## config.mk

```make
export PLATFORM = sky130hd
export DESIGN_NAME = gnode_front
export DESIGN_NICKNAME = d
export VERILOG_FILES = /design/src/rtl/gnode_pkg.sv /design/src/rtl/gnode_front.sv
export SDC_FILE = /design/constraint.sdc
export NUM_CORES = 1
export LEC_CHECK = 0
export ABC_CLOCK_PERIOD_IN_PS = 10000
export BUFFER_PORTS_ARGS = -buffer_cell sky130_fd_sc_hd__buf_4
export CORE_UTILIZATION = 54
export CTS_CLUSTER_DIAMETER = 120
export DETAILED_ROUTE_END_ITERATION = 6
export GPL_TIMING_DRIVEN = 0
export PLACE_DENSITY = 0.81
export SLEW_MARGIN = 25
export SYNTH_ARGS = -nofsm -noshare
export SYNTH_HDL_FRONTEND = slang
export SYNTH_SLANG_ARGS = --single-unit
```

## constraint.sdc

```tcl
create_clock -name clk -period 10 [get_ports clk]
set_clock_uncertainty 0.2 [all_clocks]
set_input_delay 0.5 -clock clk [delete_from_list [all_inputs] [get_ports clk]]
set_output_delay 0.5 -clock clk [all_outputs]
set_load 0.005 [all_outputs]
```

## src/rtl/gnode_pkg.sv

```systemverilog
`timescale 1ns / 1ps
// ----------------------------------------------------------------------------
// gnode_pkg
// Shared types and constants for the gravity node interaction block.
// ----------------------------------------------------------------------------
package gnode_pkg;

    // register map, index = paddr[3:2]
    localparam logic [1:0] REG_THETA = 2'd0;
    localparam logic [1:0] REG_GRAV  = 2'd1;
    localparam logic [1:0] REG_SOFT  = 2'd2;

    localparam logic [15:0] THETA_RESET = 16'd2048;
    localparam logic [23:0] GRAV_RESET  = 24'd1119711;
    localparam logic [31:0] SOFT_RESET  = 32'd1638400;

    // result decision codes
    localparam logic [1:0] DEC_EMPTY = 2'd0;
    localparam logic [1:0] DEC_FORCE = 2'd1;
    localparam logic [1:0] DEC_OPEN  = 2'd2;
    localparam logic [1:0] DEC_SELF  = 2'd3;

    localparam int QUEUE_DEPTH = 2;
    localparam int PTR_W       = 1;
    localparam int CNT_W       = 2;
    localparam int DIV_STEPS   = 48;

    typedef enum logic [1:0] {
        CLS_EMPTY,
        CLS_SELF,
        CLS_LEAF,
        CLS_INNER
    } node_class_t;

    typedef struct packed {
        logic        first;
        logic        last;
        node_class_t cls;
        logic        sign_x;
        logic        sign_y;
        logic [26:0] abs_x;
        logic [26:0] abs_y;
        logic [31:0] pmass;
        logic [31:0] nmass;
        logic [26:0] width;
    } job_t;

    typedef enum logic [3:0] {
        ST_IDLE,
        ST_MUL,
        ST_DECIDE,
        ST_SQRT,
        ST_MUL2,
        ST_DENACC,
        ST_DIVGO,
        ST_DIV,
        ST_ACC,
        ST_RESULT
    } back_state_t;

endpackage

```

## src/rtl/gnode_front.sv

```systemverilog
`timescale 1ns / 1ps
// ----------------------------------------------------------------------------
// gnode_front
// Accepts items, classifies the node and forms distances, queues jobs.
// ----------------------------------------------------------------------------
module gnode_front
    import gnode_pkg::*;
(
    input  logic               clk,
    input  logic               rst_n,
    input  logic               push,
    output logic               full,
    input  logic               first,
    input  logic signed [26:0] particle_x,
    input  logic signed [26:0] particle_y,
    input  logic [31:0]        particle_mass,
    input  logic [13:0]        particle_id,
    input  logic signed [26:0] node_cm_x,
    input  logic signed [26:0] node_cm_y,
    input  logic [31:0]        node_mass,
    input  logic [26:0]        node_width,
    input  logic               node_is_leaf,
    input  logic [13:0]        node_particle,
    input  logic               last,
    output logic               job_valid,
    input  logic               job_take,
    output job_t               job
);

    job_t             q_mem [QUEUE_DEPTH];
    logic [PTR_W-1:0] wr_ptr_reg;
    logic [PTR_W-1:0] rd_ptr_reg;
    logic [CNT_W-1:0] count_reg;
    logic [CNT_W-1:0] count_next;
    logic             push_ok;
    logic [27:0]      dx;
    logic [27:0]      dy;
    logic [27:0]      neg_dx;
    logic [27:0]      neg_dy;
    job_t             new_job;

    assign full      = (count_reg == CNT_W'(QUEUE_DEPTH));
    assign job_valid = (count_reg != '0);
    assign push_ok   = push && !full;
    assign job       = q_mem[rd_ptr_reg];

    assign dx     = {node_cm_x[26], node_cm_x} - {particle_x[26], particle_x};
    assign dy     = {node_cm_y[26], node_cm_y} - {particle_y[26], particle_y};
    assign neg_dx = -dx;
    assign neg_dy = -dy;

    always_comb
    begin
        new_job.first  = first;
        new_job.last   = last;
        new_job.sign_x = dx[27];
        new_job.sign_y = dy[27];
        new_job.abs_x  = dx[27] ? neg_dx[26:0] : dx[26:0];
        new_job.abs_y  = dy[27] ? neg_dy[26:0] : dy[26:0];
        new_job.pmass  = particle_mass;
        new_job.nmass  = node_mass;
        new_job.width  = node_width;
        if (node_mass == '0)
        begin
            new_job.cls = CLS_EMPTY;
        end
        else if (node_is_leaf && (node_particle == particle_id))
        begin
            new_job.cls = CLS_SELF;
        end
        else if (node_is_leaf)
        begin
            new_job.cls = CLS_LEAF;
        end
        else
        begin
            new_job.cls = CLS_INNER;
        end
    end

    always_comb
    begin
        count_next = count_reg;
        if (push_ok && !job_take)
        begin
            count_next = count_reg + 1'b1;
        end
        else if (!push_ok && job_take)
        begin
            count_next = count_reg - 1'b1;
        end
    end

    always_ff @(posedge clk or negedge rst_n)
    begin
        if (!rst_n)
        begin
            wr_ptr_reg <= '0;
            rd_ptr_reg <= '0;
            count_reg  <= '0;
        end
        else
        begin
            count_reg <= count_next;
            if (push_ok)
            begin
                wr_ptr_reg <= wr_ptr_reg + 1'b1;
            end
            if (job_take)
            begin
                rd_ptr_reg <= rd_ptr_reg + 1'b1;
            end
        end
    end

    always_ff @(posedge clk)
    begin
        if (push_ok)
        begin
            q_mem[wr_ptr_reg] <= new_job;
        end
    end

endmodule

```

==> results of run 1 <==
cells in the mapped netlist (all sizes together) (3+ instances only):
cell,count
or2,5
ha,57
o41ai,4
a31oi,10
xor2,43
a211o,5
nand2,64
nand2b,7
nor2b,12
nor3,20
and3,12
clkbuf,29
edfxtp,302
o31ai,19
a21oi,60
nand4,18
a211oi,19
o211ai,10
o21a,14
o21ai,46
buf,13
or3,7
nor3b,7
nor2,55
nor4,15
a21o,17
a2111oi,3
and2,6
inv,79
mux2,151
nand3,16
xnor2,62
o2111ai,4
dfrtp,4
o22ai,3
kinds of logic after synthesis:
kind of cell | Yosys count | share of synthesized area
buffers and inverters | 121 | 0.0313
AOI/OAI and AO/OA | 235 | 0.106
muxes | 153 | 0.107
adders and majority gates | 59 | 0.0467
and+or+nand+nor | 254 | 0.0835
xor gates and xnor gates | 105 | 0.0570
DFF | 306 | 0.569
power by group:
group	internal, W	switching (W)	total [W]
Sequential	0.00182	0.0000847	0.00190
Combinational	0.000968	0.000997	0.00197
Clock	0.000644	0.000449	0.00109
Total	0.00343	0.00153	0.00496
path summary, 6_finish.rpt:
| check | start | to | depth (start not counted) |
|---|---|---|---|
| setup / recovery | rd_ptr_reg$_DFFE_PN0P_ | job[80] | 5 |
| hold / removal | node_is_leaf | q_mem[0][147]$_DFFE_PP_ | 2 |
| setup reg to reg | count_reg[0]$_DFFE_PN0P_ | q_mem[0][85]$_DFFE_PP_ | 6 |
| hold reg to reg | count_reg[1]$_DFFE_PN0P_ | count_reg[1]$_DFFE_PN0P_ | 1 |
| max in group asynchronous | rst_n | count_reg[1]$_DFFE_PN0P_ | 2 |
| min in group asynchronous | rst_n | count_reg[0]$_DFFE_PN0P_ | 2 |
per-stage QoR:
| stage | cells | TNS (ps) | setup slack (ps) | hold WS, ps | power, W |
|---|---|---|---|---|---|
| final | 2159 | 0 | 6400 | 115 | 0.00496 |
| after global routing | 2159 | 0 | 6140 | 99.2 | 0.00516 |
| after CTS | 2159 | 0 | 6280 | 77.4 | 0.00493 |
| after detailed placement | 2013 | 0 | 5900 | 100 | 0.00381 |
| after global placement | 2003 | -173730 | -1160 | 98.5 | 0.00378 |
| after floorplan | 1233 | 0 | 2250 | 4.41 | 0.00293 |
cells in the final DEF, fill, tap and decap left out, drive strengths merged, types with 10 or more instances in the layout:
cell / count
xnor2: 62
nor2b: 12
o21ai: 46
nand3: 16
dlygate4sd3: 95
o211ai: 10
buf: 409
nand2: 64
nand4: 18
a31oi: 10
nor4: 15
clkinv: 12
ha: 57
o21a: 14
o31ai: 19
a211oi: 19
and3: 12
a21o: 17
clkbuf: 63
a21oi: 60
mux2: 151
edfxtp: 302
xor2: 43
nor2: 55
nor3: 20
inv: 79
area by class of cell:
class | instances | share of cell area
multi-input combinational | 806 | 0.299
sequential | 306 | 0.423
timing repair buffer | 491 | 0.189
inverter | 79 | 0.0137
tap | 384 | 0.0222
clock inverter | 17 | 0.0100
clock buffer | 34 | 0.0334
buffer | 42 | 0.00959
worst max-delay path, cell delays in order, from the launching register on:
cell	delay (ps)
dfrtp_1	320
clkbuf_1	350
clkbuf_1	570
clkbuf_1	560
mux2_2	420
buf_4	140
repair_timing:
item,4_1_cts,5_1_grt
resized for setup,0,0
endpoints found under the hold margin,191,0
hold buffers,95,0
metal layers:
metal,GRT usage,part of all wire,up-vias
met1,0.359,0.40,5917
met4,0.0580,0.018,0
met2,0.507,0.51,527
li1,-,-,5706
met3,0.0448,0.074,60
met5,0,0,-
==> impl_metrics.env, run 1 <==
export IMPL_drc=0
export IMPL_min_period_ps=3600
export IMPL_viasPerCell=5.66
export IMPL_worstMarginPinSlew_ps=791
export IMPL_grt_pass1_vias=12200
export IMPL_overflow=0
export IMPL_critical_path_class="reg -> out"
export IMPL_synthesis_nets=1526
export IMPL_final_util=0.746
export IMPL_largest_register_ffs=302
export IMPL_finalInstanceArea_sq_um=21700
export IMPL_worstHoldPathType="in -> reg"
export IMPL_insertion_delay_ps=530
export IMPL_leakagePower_nw=8.56
export IMPL_fill_cells=1799
export IMPL_core_sq_um=29000
export IMPL_peakVddDrop_mv=0.121
export IMPL_areaGrowthSynthToFinish_pct=34.3
export IMPL_cts_sinks=306
export IMPL_regArea_sq_um=9170
export IMPL_critPathCaptureType="primary output"
export IMPL_clkTransAtPathRegs_ps=60
export IMPL_yosys_warnings=0
export IMPL_maxCapViolCount=0
export IMPL_die_area_sq_um=30600
export IMPL_ys_flop_type="edfxtp_1"
export IMPL_post_cts_buffers=0
export IMPL_power_density_nw_per_um2=229
export IMPL_rrSetupSlack_ps=7480
export IMPL_ant_nets=0
export IMPL_die_y_um=175
export IMPL_yosys_area_top_type="edfxtp_1"
export IMPL_drt_iter0_drc=1090
export IMPL_fin_nets=2047
export IMPL_synthArstFlopShare=0.0131
export IMPL_gp_congestion=0.869
export IMPL_dr_pass1_iters=7
export IMPL_relSlewSlack=0.472
export IMPL_timing_final_crit_share=0.360
export IMPL_antennaDiodeCount=0
export IMPL_hold_violations=0
export IMPL_worst_endpoint_arrival_ps=2900
export IMPL_grt_use_total=0.282
export IMPL_dpl_instance_area_sq_um=19800
export IMPL_syn_instance_count=1233
export IMPL_rsz0062_at_grt="no"
export IMPL_grt_start_max_net_pins=50
export IMPL_multi_input_area_sq_um=6470
export IMPL_routed_wl_mm=44.0
export IMPL_cts_buffers=28
export IMPL_rows=62
export IMPL_die_w_um=175
export IMPL_cts_buffer_depth=3
export IMPL_drive_gt1_frac=0.367
export IMPL_root_buffer="clkbuf_16"
export IMPL_synth_sequential_area_ratio=0.569
export IMPL_cts_tree="built"
export IMPL_required_ps=9300
export IMPL_synthTopCellsByArea="edfxtp_1, mux2_2, ha_1, xnor2_1, xor2_1"
export IMPL_fmax_mhz=278
export IMPL_setup_viol=0
export IMPL_netlist_area_sq_um=16100
export IMPL_port_buffers=386
export IMPL_status="completed"
export IMPL_synth_ff_latch_count=306
export IMPL_worst_setup_path_start_kind="register"
export IMPL_syn_area_per_cell_sq_um=13.1
export IMPL_grt_first_pass_wirelength_mm=67.6
export IMPL_wl_per_cell_um=20.4
export IMPL_netlist_area_leader_share=0.562
export IMPL_synth_edf_count=302
export IMPL_slew_violations=0
export IMPL_ios=387
export IMPL_ys_types=86
export IMPL_htreeDepth=1
export IMPL_worstPathMaxFanout=10
export IMPL_vias=12200
export IMPL_antenna_found_initial=0
export IMPL_dp_hpwl_mm=30.9
export IMPL_start_util=0.556
No activity file was read; power rests on OpenSTA's default activity.
==> inputs of run 2 (changes only) <==
Settings changed: ABC_CLOCK_PERIOD_IN_PS 10000 to 3350.
Clock period 10 ns to 3.35 ns, I/O delays scaled along.
==> impl_metrics.env, run 2 (synthesis gave the netlist of run 1 again) <==
export IMPL_die_area_sq_um=30600
export IMPL_critical_path_slowest_cell="a211oi_1"
export IMPL_cts_tree="built"
export IMPL_leakagePower_nw=8.69
export IMPL_drc=0
export IMPL_path_delay_family="compound AO/OA/AOI/OAI gates"
export IMPL_largest_register_ffs=302
export IMPL_met3_usage=0.0670
export IMPL_critPathCaptureType="register"
export IMPL_antenna_found_initial=4
export IMPL_clkTransAtPathRegs_ps=70
export IMPL_slowest_delay_ps=460
export IMPL_timing_rr_start="count_reg[0]$_DFFE_PN0P_"
export IMPL_die_y_um=175
export IMPL_crit_chain="buf_4, inv_1, ha_1, clkbuf_1, a21oi_1, o21a_1, o221ai_1, nor2b_1, a211oi_1, a211oi_1, a2bb2oi_2, inv_2, clkbuf_1, nand2_1, xnor2_1"
export IMPL_grt_use_total=0.289
export IMPL_rrSetupSlack_ps=830
export IMPL_grt_pass1_vias=12500
export IMPL_dpl_instance_area_sq_um=19800
export IMPL_dp_cells=2014
export IMPL_worst_endpoint_arrival_ps=3340
export IMPL_overflow=0
export IMPL_core_sq_um=29000
export IMPL_areaGrowthSynthToFinish_pct=36.2
export IMPL_start_util=0.556
export IMPL_layout_commonest_cell="buf_4"
export IMPL_wl_per_cell_um=20.7
export IMPL_grt_util_met1=0.329
export IMPL_worst_setup_path_start_kind="primary input"
export IMPL_status="completed"
export IMPL_min_period_ps=3210
export IMPL_worstSetupEndpoint="q_mem[0][132]$_DFFE_PP_"
export IMPL_vias=12300
export IMPL_gp_congestion=0.969
export IMPL_dp_hpwl_mm=30.4
export IMPL_cts_buffer_depth=3
export IMPL_insertion_delay_ps=540
export IMPL_rows=62
export IMPL_power_density_nw_per_um2=697
export IMPL_required_ps=3480
export IMPL_multi_input_area_sq_um=6530
export IMPL_fin_nets=2058
export IMPL_finalInstanceArea_sq_um=22000
export IMPL_timing_final_crit_share=0.958
export IMPL_layout_common_cells="buf_4, edfxtp_1, mux2_2"
export IMPL_path_buf_inv=5
export IMPL_slew_violations=0
export IMPL_rsz0062_at_grt="no"
export IMPL_worstPathMaxFanout=11
export IMPL_worstHoldPathType="in -> reg"
export IMPL_drive_gt1_frac=0.376
export IMPL_busiest_layer="met2"
export IMPL_dr_pass1_iters=5
export IMPL_routed_wl_mm=45.1
export IMPL_relSlewSlack=0.466
export IMPL_final_util=0.757
export IMPL_peakVddDrop_mv=0.375
export IMPL_final_cells=2177
export IMPL_cts_buffers=30
export IMPL_cts_sinks=306
export IMPL_drt_iter0_drc=913
export IMPL_root_buffer="clkbuf_16"
export IMPL_r2r_end="q_mem[1][108]$_DFFE_PP_"
export IMPL_critPathLaunch="particle_x[12]"
export IMPL_port_buffers=386
export IMPL_fmax_mhz=312
export IMPL_ant_nets=0
export IMPL_finalPower_w=0.0153
export IMPL_worstMarginPinSlew_ps=800
export IMPL_die_w_um=175
export IMPL_grt_use_met2=0.526
export IMPL_htreeDepth=1
export IMPL_critical_path_depth=15
export IMPL_worstRegToRegCells=5
export IMPL_setup_viol=0
export IMPL_fill_cells=1796
export IMPL_grt_first_pass_wirelength_mm=68.0
export IMPL_hold_violations=0
export IMPL_maxCapViolCount=0
export IMPL_regArea_sq_um=9170
export IMPL_grt_start_max_net_pins=49
export IMPL_critical_path_class="in -> reg"
export IMPL_ios=387
export IMPL_viasPerCell=5.64
run 2: how the worst min path moves through the flow:
stage	start	slack, ps	cells after the start	endpoint
finish	particle_id[9]	30	5	q_mem[0][147]$_DFFE_PP_
global route	particle_y[1]	40	3	q_mem[0][92]$_DFFE_PP_
CTS	node_particle[6]	10	6	q_mem[1][147]$_DFFE_PP_
detailed placement	rst_n	-230	1	rd_ptr_reg$_DFFE_PN0P_
global placement	rst_n	-230	1	rd_ptr_reg$_DFFE_PN0P_
floorplan	rst_n	-330	0	count_reg[0]$_DFFE_PN0P_
run 2: metrics by stage:
step / TNS, ps / hold slack [ps] / setup WS, ps
after floorplan: -15010 / -328 / -99.4
after global placement: -306990 / -235 / -1260
after detailed placement: -22480 / -231 / -543
after CTS: 0 / 9.68 / 24.5
after global routing: 0 / 39.1 / 9.97
final: 0 / 33.6 / 142
run 2: power breakdown:
part           switching (W)  leakage, nW  internal [W]  total [W]
combinational        0.00298         5.31       0.00292    0.00590
sequential          0.000274         2.85       0.00542    0.00570
clock                0.00148        0.536       0.00224    0.00371
total                0.00473         8.69        0.0106     0.0153
run 2: cell type report:
cell class / count / area share
diodes: 4 / 0.000456
plain buffers: 42 / 0.00951
clock buffers: 33 / 0.0357
clock inverters: 23 / 0.0143
inverters: 79 / 0.0136
multi-input cells: 806 / 0.297
flip-flops and latches: 306 / 0.417
well taps: 384 / 0.0219
repair buffers: 500 / 0.190
run 2: metal layers:
layer | vias up | share of wire
met1 | 5932 | 0.37
met2 | 541 | 0.52
met3 | 88 | 0.077
met4 | 0 | 0.030
met5 | - | 0
li1 | 5727 | -
run 2: tightest hold or removal path: stages:
cell and delay, ps:
buf_4 80, xor2_1 120, nor4_1 80, nand3_1 70, a21oi_1 80
run 2: what timing repair did:
item                                    4_1_cts  5_1_grt
pin swaps                                     0        2
gates resized for setup                       1        8
setup buffers                                 0        3
hold buffers                                100        0
endpoints found under the hold margin       215        0
endpoints found under the setup margin        3       37
